$ cat src/rtl/round_filtered_step_chaser_core_defines.svh
// assertion macros used by the step chaser engine
`ifndef ROUND_FILTERED_STEP_CHASER_CORE_DEFINES_SVH
`define ROUND_FILTERED_STEP_CHASER_CORE_DEFINES_SVH

// consequent must hold in the same cycle as the antecedent
`define RFSC_ASSERT_SAME(label, clk, rst_n, ante, cons, msg) \
	label: assert property (@(posedge clk) disable iff (!rst_n) (ante) |-> (cons)) \
		else $error(msg);

// consequent must hold in the cycle after the antecedent
`define RFSC_ASSERT_NEXT(label, clk, rst_n, ante, cons, msg) \
	label: assert property (@(posedge clk) disable iff (!rst_n) (ante) |=> (cons)) \
		else $error(msg);

`endif

$ cat src/rtl/rfsc_pkg.sv
// shared types and constants of the step chaser
package rfsc_pkg;

	localparam int DUR_W     = 16;
	localparam int LIM_W     = 16;
	localparam int RN_W      = 15;
	localparam int ELAPSED_W = 17;
	localparam int POS_W     = 5;
	localparam int CNT_W     = 5;
	localparam int STEP_W    = 4;

	localparam logic [LIM_W-1:0] NO_LIMIT = '1;
	localparam logic [RN_W-1:0]  RN_TOP   = '1;

	localparam int QUEUE_DEPTH = 2;
	localparam int QPTR_W      = $clog2(QUEUE_DEPTH);
	localparam int QCNT_W      = $clog2(QUEUE_DEPTH + 1);

	typedef enum logic [1:0] {
		OP_TICK  = 2'd0,
		OP_PLAY  = 2'd1,
		OP_STOP  = 2'd2,
		OP_WRITE = 2'd3
	} op_t;

	typedef enum logic [1:0] {
		EV_ACT        = 2'd0,
		EV_DEACT      = 2'd1,
		EV_NONE_FOUND = 2'd2
	} kind_t;

	typedef struct packed {
		logic [DUR_W-1:0] dur;
		logic [LIM_W-1:0] min_r;
		logic [LIM_W-1:0] exact_r;
		logic [LIM_W-1:0] max_r;
		logic [1:0]       flags;   // bit 0 activate, bit 1 deactivate
	} entry_t;

	typedef struct packed {
		op_t               op;
		logic [STEP_W-1:0] index;
		entry_t            entry;
	} cmd_t;

	typedef struct packed {
		kind_t             kind;
		logic [STEP_W-1:0] step;
		logic [RN_W-1:0]   rnum;
		logic              last;
	} result_t;

endpackage

$ cat src/rtl/round_filtered_step_chaser_core.sv
// Lighting step chaser. Commands arrive on the slave stream (tuser selects tick, play, stop or
// table write); a front register and a two-entry command queue decouple input from the engine,
// so new transfers are taken while events wait on the master stream. A table write is done as
// the engine takes it from the queue. A tick while playing reads the current step and ends there
// when that step keeps running; otherwise the eligibility search reads one table entry per cycle
// from the step table, trying at most SEARCH_LIMIT candidates, and its events are then emitted
// one by one. Play runs the same search from step 0; stop reads the current step and emits its
// deactivate event if flagged. Commands pass through the front register and then the queue
// before the engine. Table entries read before being written give undefined events.
module round_filtered_step_chaser_core import rfsc_pkg::*; #(
	parameter int MAX_STEPS    = 16,
	parameter int SEARCH_LIMIT = 256
) (
	input  logic             clk,
	input  logic             arst_n,
	input  logic             cfg_we,
	input  logic [CNT_W-1:0] cfg_wdata,      // step_count
	input  logic             s_tvalid,
	output logic             s_tready,
	input  logic [1:0]       s_tuser,        // opcode
	// step_index[3:0], duration_ms[19:4], min_round_in[35:20], exact_round_in[51:36],
	// max_round_in[67:52], activate_flag_in[68], deactivate_flag_in[69], zero fill
	input  logic [71:0]      s_tdata,
	output logic             m_tvalid,
	input  logic             m_tready,
	output logic [1:0]       m_tuser,        // event_kind
	output logic [23:0]      m_tdata,        // event_step[3:0], round_number[18:4], zero fill
	output logic             m_tlast
);

	logic    fr_valid;
	logic    fr_ready;
	cmd_t    fr_cmd;
	logic    q_valid;
	logic    q_pop;
	cmd_t    q_cmd;
	result_t res;

	rfsc_front #(
		.MAX_STEPS(MAX_STEPS)
	) u_front (
		.clk       (clk),
		.arst_n    (arst_n),
		.s_tvalid  (s_tvalid),
		.s_tready  (s_tready),
		.s_tuser   (s_tuser),
		.s_tdata   (s_tdata),
		.cmd_valid (fr_valid),
		.cmd_ready (fr_ready),
		.cmd       (fr_cmd)
	);

	rfsc_queue u_queue (
		.clk       (clk),
		.arst_n    (arst_n),
		.in_valid  (fr_valid),
		.in_ready  (fr_ready),
		.in_cmd    (fr_cmd),
		.out_valid (q_valid),
		.out_pop   (q_pop),
		.out_cmd   (q_cmd)
	);

	rfsc_engine #(
		.MAX_STEPS    (MAX_STEPS),
		.SEARCH_LIMIT (SEARCH_LIMIT)
	) u_engine (
		.clk       (clk),
		.arst_n    (arst_n),
		.cfg_we    (cfg_we),
		.cfg_wdata (cfg_wdata),
		.cmd_valid (q_valid),
		.cmd_pop   (q_pop),
		.cmd       (q_cmd),
		.res_valid (m_tvalid),
		.res_ready (m_tready),
		.res       (res)
	);

	assign m_tuser = res.kind;
	assign m_tdata = {5'b0, res.rnum, res.step};
	assign m_tlast = res.last;

endmodule

$ cat src/rtl/rfsc_front.sv
// front end: accepts input transfers, decodes them into commands
module rfsc_front import rfsc_pkg::*; #(
	parameter int MAX_STEPS = 16
) (
	input  logic        clk,
	input  logic        arst_n,
	input  logic        s_tvalid,
	output logic        s_tready,
	input  logic [1:0]  s_tuser,
	input  logic [71:0] s_tdata,
	output logic        cmd_valid,
	input  logic        cmd_ready,
	output cmd_t        cmd
);

	logic accept;
	logic drop;
	cmd_t dec;
	logic vld_s1;
	cmd_t cmd_s1;

	always_comb begin
		dec.op            = op_t'(s_tuser);
		dec.index         = s_tdata[3:0];
		dec.entry.dur     = s_tdata[19:4];
		dec.entry.min_r   = s_tdata[35:20];
		dec.entry.exact_r = s_tdata[51:36];
		dec.entry.max_r   = s_tdata[67:52];
		dec.entry.flags   = s_tdata[69:68];
	end

	// writes beyond the table are discarded here
	assign drop = (dec.op == OP_WRITE) && (32'(dec.index) >= 32'(MAX_STEPS));

	assign s_tready = !vld_s1 || cmd_ready;
	assign accept   = s_tvalid && s_tready;

	always_ff @(posedge clk or negedge arst_n) begin
		if (!arst_n) begin
			vld_s1 <= 1'b0;
		end else if (accept) begin
			vld_s1 <= !drop;
		end else if (cmd_ready) begin
			vld_s1 <= 1'b0;
		end
	end

	always_ff @(posedge clk) begin
		if (accept) begin
			cmd_s1 <= dec;
		end
	end

	assign cmd_valid = vld_s1;
	assign cmd       = cmd_s1;

endmodule

$ cat src/rtl/rfsc_queue.sv
// short command queue between front and engine
module rfsc_queue import rfsc_pkg::*; (
	input  logic clk,
	input  logic arst_n,
	input  logic in_valid,
	output logic in_ready,
	input  cmd_t in_cmd,
	output logic out_valid,
	input  logic out_pop,
	output cmd_t out_cmd
);

	cmd_t              slots [QUEUE_DEPTH];
	logic [QPTR_W-1:0] wr_ptr_q;
	logic [QPTR_W-1:0] rd_ptr_q;
	logic [QCNT_W-1:0] count_q;
	logic              push;
	logic              pop;

	assign in_ready  = count_q != QCNT_W'(QUEUE_DEPTH);
	assign out_valid = count_q != '0;
	assign push      = in_valid && in_ready;
	assign pop       = out_pop && out_valid;
	assign out_cmd   = slots[rd_ptr_q];

	always_ff @(posedge clk or negedge arst_n) begin
		if (!arst_n) begin
			wr_ptr_q <= '0;
			rd_ptr_q <= '0;
			count_q  <= '0;
		end else begin
			if (push) begin
				wr_ptr_q <= (wr_ptr_q == QPTR_W'(QUEUE_DEPTH - 1)) ? '0 : wr_ptr_q + 1'b1;
			end
			if (pop) begin
				rd_ptr_q <= (rd_ptr_q == QPTR_W'(QUEUE_DEPTH - 1)) ? '0 : rd_ptr_q + 1'b1;
			end
			if (push && !pop) begin
				count_q <= count_q + 1'b1;
			end else if (pop && !push) begin
				count_q <= count_q - 1'b1;
			end
		end
	end

	always_ff @(posedge clk) begin
		if (push) begin
			slots[wr_ptr_q] <= in_cmd;
		end
	end

endmodule

$ cat src/rtl/rfsc_engine.sv
// back end: step table, play state, eligibility search and event output
`include "round_filtered_step_chaser_core_defines.svh"

module rfsc_engine import rfsc_pkg::*; #(
	parameter int MAX_STEPS    = 16,
	parameter int SEARCH_LIMIT = 256
) (
	input  logic             clk,
	input  logic             arst_n,
	input  logic             cfg_we,
	input  logic [CNT_W-1:0] cfg_wdata,
	input  logic             cmd_valid,
	output logic             cmd_pop,
	input  cmd_t             cmd,
	output logic             res_valid,
	input  logic             res_ready,
	output result_t          res
);

	localparam int IDX_W = (MAX_STEPS > 1) ? $clog2(MAX_STEPS) : 1;
	localparam int SL_W  = $clog2(SEARCH_LIMIT);

	typedef enum logic [4:0] {
		S_IDLE    = 5'b00001,
		S_TICK_RD = 5'b00010,
		S_STOP_RD = 5'b00100,
		S_SEARCH  = 5'b01000,
		S_EMIT    = 5'b10000
	} state_t;

	typedef struct packed {
		logic [POS_W-1:0] pos;
		logic [RN_W-1:0]  rn;
	} cand_t;

	function automatic cand_t next_cand(input logic [POS_W-1:0] pos,
		input logic [RN_W-1:0] rn, input logic [CNT_W-1:0] cnt);
		cand_t            c;
		logic [POS_W:0]   p1;
		p1 = {1'b0, pos} + 1'b1;
		// wrap also covers a position left beyond a reduced step count
		c.pos = (p1 >= {1'b0, cnt}) ? '0 : p1[POS_W-1:0];
		c.rn  = ((c.pos == '0) && (rn != RN_TOP)) ? rn + 1'b1 : rn;
		return c;
	endfunction

	function automatic logic eligible(input entry_t e, input logic [RN_W-1:0] rn);
		logic signed [LIM_W:0] r;
		logic                  ok_min;
		logic                  ok_exact;
		logic                  ok_max;
		r        = $signed({2'b00, rn});
		ok_min   = (e.min_r == NO_LIMIT) || (r >= $signed({e.min_r[LIM_W-1], e.min_r}));
		ok_exact = (e.exact_r == NO_LIMIT) || (r == $signed({e.exact_r[LIM_W-1], e.exact_r}));
		ok_max   = (e.max_r == NO_LIMIT) || (r <= $signed({e.max_r[LIM_W-1], e.max_r}));
		return ok_min && ok_exact && ok_max;
	endfunction

	entry_t mem [MAX_STEPS];
	entry_t rd_q;
	logic [IDX_W-1:0] rd_addr;
	logic             mem_we;

	state_t               state_q;
	logic [CNT_W-1:0]     cnt_q;
	logic                 playing_q;
	logic [POS_W-1:0]     cur_q;
	logic [RN_W-1:0]      rn_q;
	logic [ELAPSED_W-1:0] elapsed_q;
	logic [POS_W-1:0]     pos_iss_q;
	logic [RN_W-1:0]      rn_iss_q;
	logic [SL_W-1:0]      chk_q;
	logic [POS_W-1:0]     old_pos_q;
	logic [DUR_W-1:0]     old_dur_q;
	logic [1:0]           old_flags_q;
	logic                 is_tick_q;
	result_t              pend0_q;
	result_t              pend1_q;
	logic [1:0]           pend_n_q;
	logic                 out_vld_q;
	result_t              out_q;

	cand_t   tick_start;
	cand_t   nxt;
	logic    slot_free;
	logic    emit_load;
	logic    hit;
	logic    act_ev;
	logic    deact_ev;

	assign tick_start = next_cand(cur_q, rn_q, cnt_q);
	assign nxt        = next_cand(pos_iss_q, rn_iss_q, cnt_q);
	assign slot_free  = !out_vld_q || res_ready;
	assign emit_load  = (state_q == S_EMIT) && slot_free;
	assign cmd_pop    = (state_q == S_IDLE) && cmd_valid;
	assign mem_we     = cmd_pop && (cmd.op == OP_WRITE);
	assign hit        = eligible(rd_q, rn_iss_q);
	assign act_ev     = rd_q.flags[0];
	assign deact_ev   = is_tick_q && old_flags_q[1];

	always_comb begin
		rd_addr = IDX_W'(cur_q);
		case (state_q)
			S_IDLE: begin
				if (cmd.op == OP_PLAY) begin
					rd_addr = '0;
				end
			end
			S_TICK_RD: rd_addr = IDX_W'(tick_start.pos);
			S_SEARCH:  rd_addr = IDX_W'(nxt.pos);
			default:   rd_addr = IDX_W'(cur_q);
		endcase
	end

	always_ff @(posedge clk) begin
		if (mem_we) begin
			mem[IDX_W'(cmd.index)] <= cmd.entry;
		end
		rd_q <= mem[rd_addr];
	end

	always_ff @(posedge clk or negedge arst_n) begin
		if (!arst_n) begin
			cnt_q <= CNT_W'(1);
		end else if (cfg_we) begin
			if (cfg_wdata == '0) begin
				cnt_q <= CNT_W'(1);
			end else if (32'(cfg_wdata) > 32'(MAX_STEPS)) begin
				cnt_q <= CNT_W'(MAX_STEPS);
			end else begin
				cnt_q <= cfg_wdata;
			end
		end
	end

	always_ff @(posedge clk or negedge arst_n) begin
		if (!arst_n) begin
			out_vld_q <= 1'b0;
		end else if (emit_load) begin
			out_vld_q <= 1'b1;
		end else if (res_ready) begin
			out_vld_q <= 1'b0;
		end
	end

	always_ff @(posedge clk) begin
		if (emit_load) begin
			out_q <= pend0_q;
		end
	end

	always_ff @(posedge clk or negedge arst_n) begin
		if (!arst_n) begin
			state_q     <= S_IDLE;
			playing_q   <= 1'b0;
			cur_q       <= '0;
			rn_q        <= '0;
			elapsed_q   <= '0;
			pos_iss_q   <= '0;
			rn_iss_q    <= '0;
			chk_q       <= '0;
			old_pos_q   <= '0;
			old_dur_q   <= '0;
			old_flags_q <= '0;
			is_tick_q   <= 1'b0;
			pend0_q     <= '0;
			pend1_q     <= '0;
			pend_n_q    <= '0;
		end else begin
			case (state_q)
				S_IDLE: begin
					if (cmd_valid) begin
						case (cmd.op)
							OP_PLAY: begin
								if (!playing_q) begin
									playing_q <= 1'b1;
									rn_q      <= '0;
									elapsed_q <= '0;
									cur_q     <= '0;
									pos_iss_q <= '0;
									rn_iss_q  <= RN_W'(1);
									chk_q     <= '0;
									is_tick_q <= 1'b0;
									state_q   <= S_SEARCH;
								end
							end
							OP_STOP: begin
								if (playing_q) begin
									playing_q <= 1'b0;
									state_q   <= S_STOP_RD;
								end
							end
							OP_TICK: begin
								if (playing_q) begin
									if (elapsed_q != '1) begin
										elapsed_q <= elapsed_q + 1'b1;
									end
									state_q <= S_TICK_RD;
								end
							end
							default: ;
						endcase
					end
				end
				S_TICK_RD: begin
					if (elapsed_q > {1'b0, rd_q.dur}) begin
						old_pos_q   <= cur_q;
						old_dur_q   <= rd_q.dur;
						old_flags_q <= rd_q.flags;
						is_tick_q   <= 1'b1;
						pos_iss_q   <= tick_start.pos;
						rn_iss_q    <= tick_start.rn;
						chk_q       <= '0;
						state_q     <= S_SEARCH;
					end else begin
						state_q <= S_IDLE;
					end
				end
				S_STOP_RD: begin
					if (rd_q.flags[1]) begin
						pend0_q  <= '{kind: EV_DEACT, step: cur_q[STEP_W-1:0], rnum: rn_q,
							last: 1'b1};
						pend_n_q <= 2'd1;
						state_q  <= S_EMIT;
					end else begin
						state_q <= S_IDLE;
					end
				end
				S_SEARCH: begin
					if (hit) begin
						cur_q <= pos_iss_q;
						rn_q  <= rn_iss_q;
						if (is_tick_q) begin
							elapsed_q <= elapsed_q - {1'b0, old_dur_q};
						end
						if (act_ev) begin
							pend0_q <= '{kind: EV_ACT, step: pos_iss_q[STEP_W-1:0],
								rnum: rn_iss_q, last: !deact_ev};
						end else begin
							pend0_q <= '{kind: EV_DEACT, step: old_pos_q[STEP_W-1:0],
								rnum: rn_iss_q, last: 1'b1};
						end
						pend1_q  <= '{kind: EV_DEACT, step: old_pos_q[STEP_W-1:0],
							rnum: rn_iss_q, last: 1'b1};
						pend_n_q <= {1'b0, act_ev} + {1'b0, deact_ev};
						state_q  <= (act_ev || deact_ev) ? S_EMIT : S_IDLE;
					end else if (chk_q == SL_W'(SEARCH_LIMIT - 1)) begin
						// search exhausted: stop and report the position reached
						cur_q     <= pos_iss_q;
						rn_q      <= rn_iss_q;
						playing_q <= 1'b0;
						pend0_q   <= '{kind: EV_NONE_FOUND, step: pos_iss_q[STEP_W-1:0],
							rnum: rn_iss_q, last: 1'b1};
						pend_n_q  <= 2'd1;
						state_q   <= S_EMIT;
					end else begin
						pos_iss_q <= nxt.pos;
						rn_iss_q  <= nxt.rn;
						chk_q     <= chk_q + 1'b1;
					end
				end
				S_EMIT: begin
					if (slot_free) begin
						pend0_q  <= pend1_q;
						pend_n_q <= pend_n_q - 1'b1;
						if (pend_n_q == 2'd1) begin
							state_q <= S_IDLE;
						end
					end
				end
				default: state_q <= S_IDLE;
			endcase
		end
	end

	assign res_valid = out_vld_q;
	assign res       = out_q;

	`RFSC_ASSERT_SAME(a_emit_count, clk, arst_n, state_q == S_EMIT,
		pend_n_q == 2'd1 || pend_n_q == 2'd2, "emit state without a pending event")
	`RFSC_ASSERT_SAME(a_cand_in_range, clk, arst_n, state_q == S_SEARCH,
		pos_iss_q < cnt_q, "search candidate beyond step count")
	`RFSC_ASSERT_SAME(a_stop_clears_play, clk, arst_n, state_q == S_STOP_RD,
		!playing_q, "still playing while stop is carried out")
	`RFSC_ASSERT_NEXT(a_exhaust_stops, clk, arst_n,
		state_q == S_SEARCH && !hit && chk_q == SL_W'(SEARCH_LIMIT - 1),
		!playing_q && state_q == S_EMIT, "exhausted search did not stop play")

endmodule

$ cat config.mk
export PLATFORM = sky130hd
export DESIGN_NAME = round_filtered_step_chaser_core
export DESIGN_NICKNAME = d
export VERILOG_FILES = /design/src/rtl/rfsc_pkg.sv /design/src/rtl/round_filtered_step_chaser_core.sv /design/src/rtl/rfsc_front.sv /design/src/rtl/rfsc_queue.sv /design/src/rtl/rfsc_engine.sv
export VERILOG_INCLUDE_DIRS = /design/src /design/src/rtl
export SDC_FILE = /design/constraint.sdc
export NUM_CORES = 2
export LEC_CHECK = 0
export BUFFER_PORTS_ARGS = -buffer_cell sky130_fd_sc_hd__clkbuf_2
export CAP_MARGIN = 10
export CORE_AREA = 2 2 455 457
export CTS_CLUSTER_SIZE = 20
export DETAILED_ROUTE_END_ITERATION = 7
export DIE_AREA = 0 0 457 459
export MAX_ROUTING_LAYER = met4
export SLEW_MARGIN = 10
export SYNTH_ARGS = -nofsm -noshare
export SYNTH_HDL_FRONTEND = slang
export SYNTH_HIERARCHICAL = 1
export SYNTH_SLANG_ARGS = --single-unit
$ cat constraint.sdc
create_clock -name clk -period 7.6 [get_ports clk]
set_input_delay 0.38 -clock clk [delete_from_list [all_inputs] [get_ports clk]]
set_output_delay 0.38 -clock clk [all_outputs]
set_load 0.02 [all_outputs]
# Yosys cells after proc, flatten, opt, wreduce, memory -nomap -nowiden

Memory sizes are Yosys's and may differ from the RTL's. A register that Yosys moved wholly into a read port is not among the register bits.
Index checks and enable logic that the tools add are counted.

Register bits after elaboration: 243
Bits in writable memories: 1200
Input bits: 84
Output and inout port bits: 29
Logic and storage cells: 235
Memories: 2

Memory list:

| memory        | depth | width | read ports | clocked after memory_dff | wr ports | line              | text |
|---|---|---|---|---|---|---|---|
| u_engine.mem  | 16    | 66    | 1          | 1                        | 1        | rfsc_engine.sv:59 | `entry_t mem [MAX_STEPS];` |
| u_queue.slots | 2     | 72    | 1          | 0                        | 1        | rfsc_queue.sv:13  | `cmd_t slots [QUEUE_DEPTH];` |

Add/subtract/negate cells: 13
Order comparisons: 6
Equality and inequality tests: 39
Muxes and demuxes: 92
Reduce and logical (&&, ||, !) cells: 46

Operators with widths:

| cell                                          | number |
|---|---|
| 2-to-1 mux 15 bit                             | 13 |
| 2-to-1 mux 5 bit                              | 22 |
| 2-to-1 mux 17 bit                             | 6 |
| 2-to-1 mux 22 bit                             | 4 |
| one-hot mux 17 bit (2 select lines)           | 2 |
| one-hot mux 22 bit (3 select lines)           | 1 |
| == test 16 bit, second input constant         | 3 |
| 2-to-1 mux 8 bit                              | 6 |
| one-hot mux 15 bit (3 select lines)           | 1 |
| adder 15 x 1 -> 15 bit, second input constant | 2 |
| inequality test 15 bit, second input constant | 2 |
| one-hot mux 15 bit (2 select lines)           | 1 |
| one-hot mux 5 bit (3 select lines)            | 2 |
| one-hot mux 5 bit (5 select lines)            | 1 |
| one-hot mux 8 bit (3 select lines)            | 1 |
| AND reduction 8 bit                           | 3 |
| 2-to-1 mux 21 bit                             | 1 |
| adder 17 x 1 -> 17 bit, second input constant | 1 |
| greater-than comparator 17 x 16 -> 1 bit      | 1 |
| 2-to-1 mux 1 bit                              | 17 |
| inequality test 17 bit, second input constant | 1 |
| subtractor 17 x 16 -> 17 bit                  | 1 |
| == test 16 bit                                | 1 |
| >= comparator 16 bit                          | 1 |
| 40 further kinds                              | 102 |

# Logic depth before layout (Yosys ltp)

Depth in word-level cells: 9
Mapped depth: 17
Gate-level depth less buffers: 12

# Modules after synthesis

The synthesis kept the hierarchy.

Modules (own cells, without submodules):

| module                          | times used | cells an instance | area each (um^2) | seq. area each (um^2) |
|---|---|---|---|---|
| rfsc_engine                     | 1          | 3878              | 53107.2          | 37273.2 |
| rfsc_queue                      | 1          | 242               | 5739.3           | 4424.2 |
| rfsc_front                      | 1          | 76                | 2215.9           | 2187.1 |
| round_filtered_step_chaser_core | 1          | 6                 | 41.3             | 0.0 |

# Least setup slack after synthesis

OpenSTA, ideal clock, no wires.

Path kind: register -> register
Start: reg u_engine.state_q[0]
End: mem u_engine/mem[0][0] (netlist name) (enable)
Library setup time: 571 ps
Arrival time: 6197 ps
Required time: 7029 ps
Path slack: 831 ps
Stages on the path, launching flop included: 6
Buffers on the path: 0
Clock period less this slack: 6769 ps
Path through: dfstp_2 -> or3b_1 -> nor2_1 -> nand2_1 -> or4_1 -> nor3_1

Cells in the longest elaborated chain, start to end: 5

Ends and longest elaborated chain:

| element                                | line               | text |
|---|---|---|
| from (decl)                            | rfsc_engine.sv:64  | `state_t state_q;` |
| from (signal assigned)                 | rfsc_engine.sv:246 | `state_q <= (act_ev \|\| deact_ev) ? S_EMIT : S_IDLE;` |
| == test 5 x 1 -> 1 bit                 | rfsc_engine.sv:95  | `assign cmd_pop = (state_q == S_IDLE) && cmd_valid;` |
| logical AND 1 bit                      | rfsc_engine.sv:95  |  |
| logical AND 1 bit                      | rfsc_engine.sv:96  | `assign mem_we = cmd_pop && (cmd.op == OP_WRITE);` |
| 2-to-1 mux 1 bit                       | rfsc_engine.sv:116 | `if (mem_we) begin` |
| 2-to-1 mux 1 bit (implied by the code) | rfsc_engine.sv:117 | `mem[IDX_W'(cmd.index)] <= cmd.entry;` |
| to (decl)                              | rfsc_engine.sv:59  |  |

No other way between the ends.

==> results.yml <==
logic_synthesis:
  yosys_warnings: 6
  yosysSeqAreaShare: 0.718
  ys_top_cells_by_count: "edfxtp_1, nand2_1, nand3_1"
  async_reset_ff_frac: 0.0981
  synth_most_common_cell: "edfxtp_1"
  synthCells: 4202
  synth_compound_area_frac: 0.0637
  synth-seq-cells: 1508
  synthMuxAreaShare: 0.0673
  syn_avg_cell_area_sq_um: 14.5
  synth_top_family_by_area: "simple AND/OR/NAND/NOR gates"
  synth_adder_area_share: 0.0173
  synth_area_sq_um: 61100
  synth_edf_count: 1294
  ys_top_cells_by_area: "edfxtp_1, dfrtp_1, mux2i_1, nand2_1, nand3_1"
  ys_types: 83
  synth_top_area_share: 0.636
  synth-simple-area-share: 0.100
  synth_top_area_cell: "edfxtp_1"
  ys.flop_type: "edfxtp_1"
  synth_xor_area_frac: 0.00731
cts:
  h-tree-depth: 4
  clock_latency_ns: 0.78
  tritoncts: "yes"
  cts_resized: 0
  cts_buffers: 154
  clock_path_buffers: 3
  clockRootBuffer: "clkbuf_16"
  cts.clk_slew.worst_paths_ns: 0.06
  numClockSinks: 1508
worst_setup_path:
  path_class: "reg2reg"
  critPathBufInv: 2
  cp_slowest_cell: "dfrtp_4"
  crit_required_ns: 8.28
  crit_path_end_kind: "flop"
  path_cells: "mux2_4 -> o32a_1 -> or2_0 -> a222oi_1 -> buf_12 -> buf_4 -> nand2_1 -> nand3_1 -> a21oi_1 -> nor4_2"
  cp.arrival_ns: 5.77
  crit_family: "buffers and inverters"
  start_kind: "flop"
  cp_max_fo: 142
  cpPeakStageDelay_ns: 0.91
route:
  dr.pass1.iters: 8
  postRouteAntennaNets: 0
  postRouteWirelength_mm: 153
  wl_per_cell_um: 21.1
  viasPerCell: 4.91
  vias: 35500
  drtIter0Drc: 3435
  route.detailed.drc: 0
timing:
  rsz0062_at_grt: "false"
  worst_pin_slew_ns: 1.30
  skew_ns: 0.0397
  hold_viol_final: 0
  fin_crit_sh: 0.669
  finalSetupViolCount: 0
  setup_ws_ns: 2.52
  setup_tns_ns: 0
  maxSlewHeadroom: 0.134
  finalMaxSlewViolations: 0
  fmax_ghz: 0.197
  min_period_ns: 5.08
layout:
  fill_cells: 19700
  nNetsFinal: 4566
  utilization: 0.344
  drive_above_1_share: 0.138
  area_growth_pct: 15.9
  final_cell_area_sq_um: 70800
die:
  die_h_um: 459
  fp.dieArea_sq_um: 210000
  top_level_ports: 113
  start_util: 0.297
  core_sq_um: 206000
  row_count: 167
  die_x_um: 457
place:
  place_area_sq_um: 64700
  dp_slack_ns: 2.48
  place_congestion: 0.817
  port_buffers: 105
  dp_hpwl_mm: 85.3
grt:
  grt_max_degree: 163
  grt_pass1_wl_mm: 226
  grt.overflow.total: 0
  grt_pass1_vias: 34300
  antenna_found_initial: 2
  track_usage: 0.147
power:
  finalPower_mw: 25.6
  peakVddDrop_uv: 300
  p_per_area_nw_per_um2: 362
  p_leak_nw: 26.5
job:
  max_cap_viol_count: 0
hold_path:
  hold_class: "in2reg"
outcome:
  status: "completed"
-- sequential cells by signal (all words and copies together), names as in the netlist, 4 cells and up --
signal and count:
u_engine/old_dur_q 16, u_engine/rd_q 65, u_engine/pend0_q 22, u_engine/res 22, u_engine/mem 1056, u_engine/pend1_q 20
u_engine/pos_iss_q 5, u_engine/chk_q 8, u_engine/state_q 5, u_engine/rn_iss_q 15, u_queue/slots 144, u_engine/cur_q 5
u_engine/elapsed_q 17, u_engine/cnt_q 5, u_engine/old_pos_q 4, u_front/cmd 72, u_engine/rn_q 15
-- where the power goes --
| group | total (mW) | internal (mW) | switching, mW |
|---|---|---|---|
| Combinational | 6.53 | 2.20 | 4.33 |
| Sequential | 11.3 | 10.7 | 0.551 |
| Clock | 7.80 | 4.58 | 3.22 |
-- area by class of cell --
type / count / area [sq um] / area share
Timing Repair Buffer: 262 / 2020 / 0.0285
Antenna cell: 1 / 2.50 / 0.0000353
Multi-Input combinational cell: 2381 / 15900 / 0.224
Tap cell: 2704 / 3380 / 0.0478
Sequential cell: 1508 / 43900 / 0.620
Clock inverter: 64 / 847 / 0.0120
Clock buffer: 224 / 4450 / 0.0629
Inverter: 91 / 342 / 0.00482
-- cell families after synthesis --
logic type                 after synthesis
AOI/OAI and AO/OA                      597
xor gates and xnor gates                51
adders and majority gates               84
buffers and inverters                  317
DFF                                   1508
muxes                                  373
other                                    1
and+or+nand+nor                       1271
-- layout by cell type (no fill, tap or decap), drive strengths merged, types with 34 or more instances in the layout --
cell	synthesis	routed
edfxtp	1294	1294
nand2	681	681
clkbuf	113	328
nand3	294	294
mux2i	275	275
a21oi	202	202
dfrtp	146	146
a22o	138	138
o21ai	135	135
mux2	98	98
inv	91	95
ha	83	83
dlygate4sd3	0	82
nor4	77	77
buf	113	76
nor2	67	67
dfxtp	66	66
nor3	43	43
clkinv	0	39
xnor2	34	34
-- worst paths after layout --
check | start | to | slack, ns | depth (start not counted)
setup / recovery | u_queue/rd_ptr_q | u_engine/rd_q[43] | 2.52 | 10
hold / removal | cfg_wdata[0] | u_engine/cnt_q[0] | 0.05 | 4
setup reg to reg | u_queue/rd_ptr_q | u_engine/rd_q[43] | 2.52 | 10
hold reg to reg | u_engine/pend0_q[0] | u_engine/res[0] | 0.43 | 0
max in group asynchronous | arst_n | u_engine/rn_iss_q[11] | 5.85 | 3
min in group asynchronous | arst_n | u_engine/old_dur_q[14] | 0.24 | 2
-- layer usage --
metal / track usage / part of all wire / up-vias
met4: 0.0353 / 0.019 / 0
li1: - / - / 16100
met3: 0.0206 / 0.063 / 208
met1: 0.200 / 0.45 / 18000
met5: - / 0 / -
met2: 0.232 / 0.47 / 1179
-- tightest hold or removal path: stages --
cell and delay [ns]:
clkbuf_2 0.08, nor2_1 0.04, nor2_1 0.12, mux2_2 0.17
-- through the flow --
step	std cells	hold slack [ns]
floorplan	4206	0.0844
global placement	6862	0.425
detailed placement	6863	0.431
CTS	7233	0.0152
global route	7234	0.0388
finish	7235	0.0461
-- timing repair --
| action | in CTS | in global routing |
|---|---|---|
| endpoints found under the hold margin | 147 | 0 |
| hold buffers | 82 | 0 |
| buffers inserted | 0 | 0 |
No activity file was read; power rests on OpenSTA's default activity.
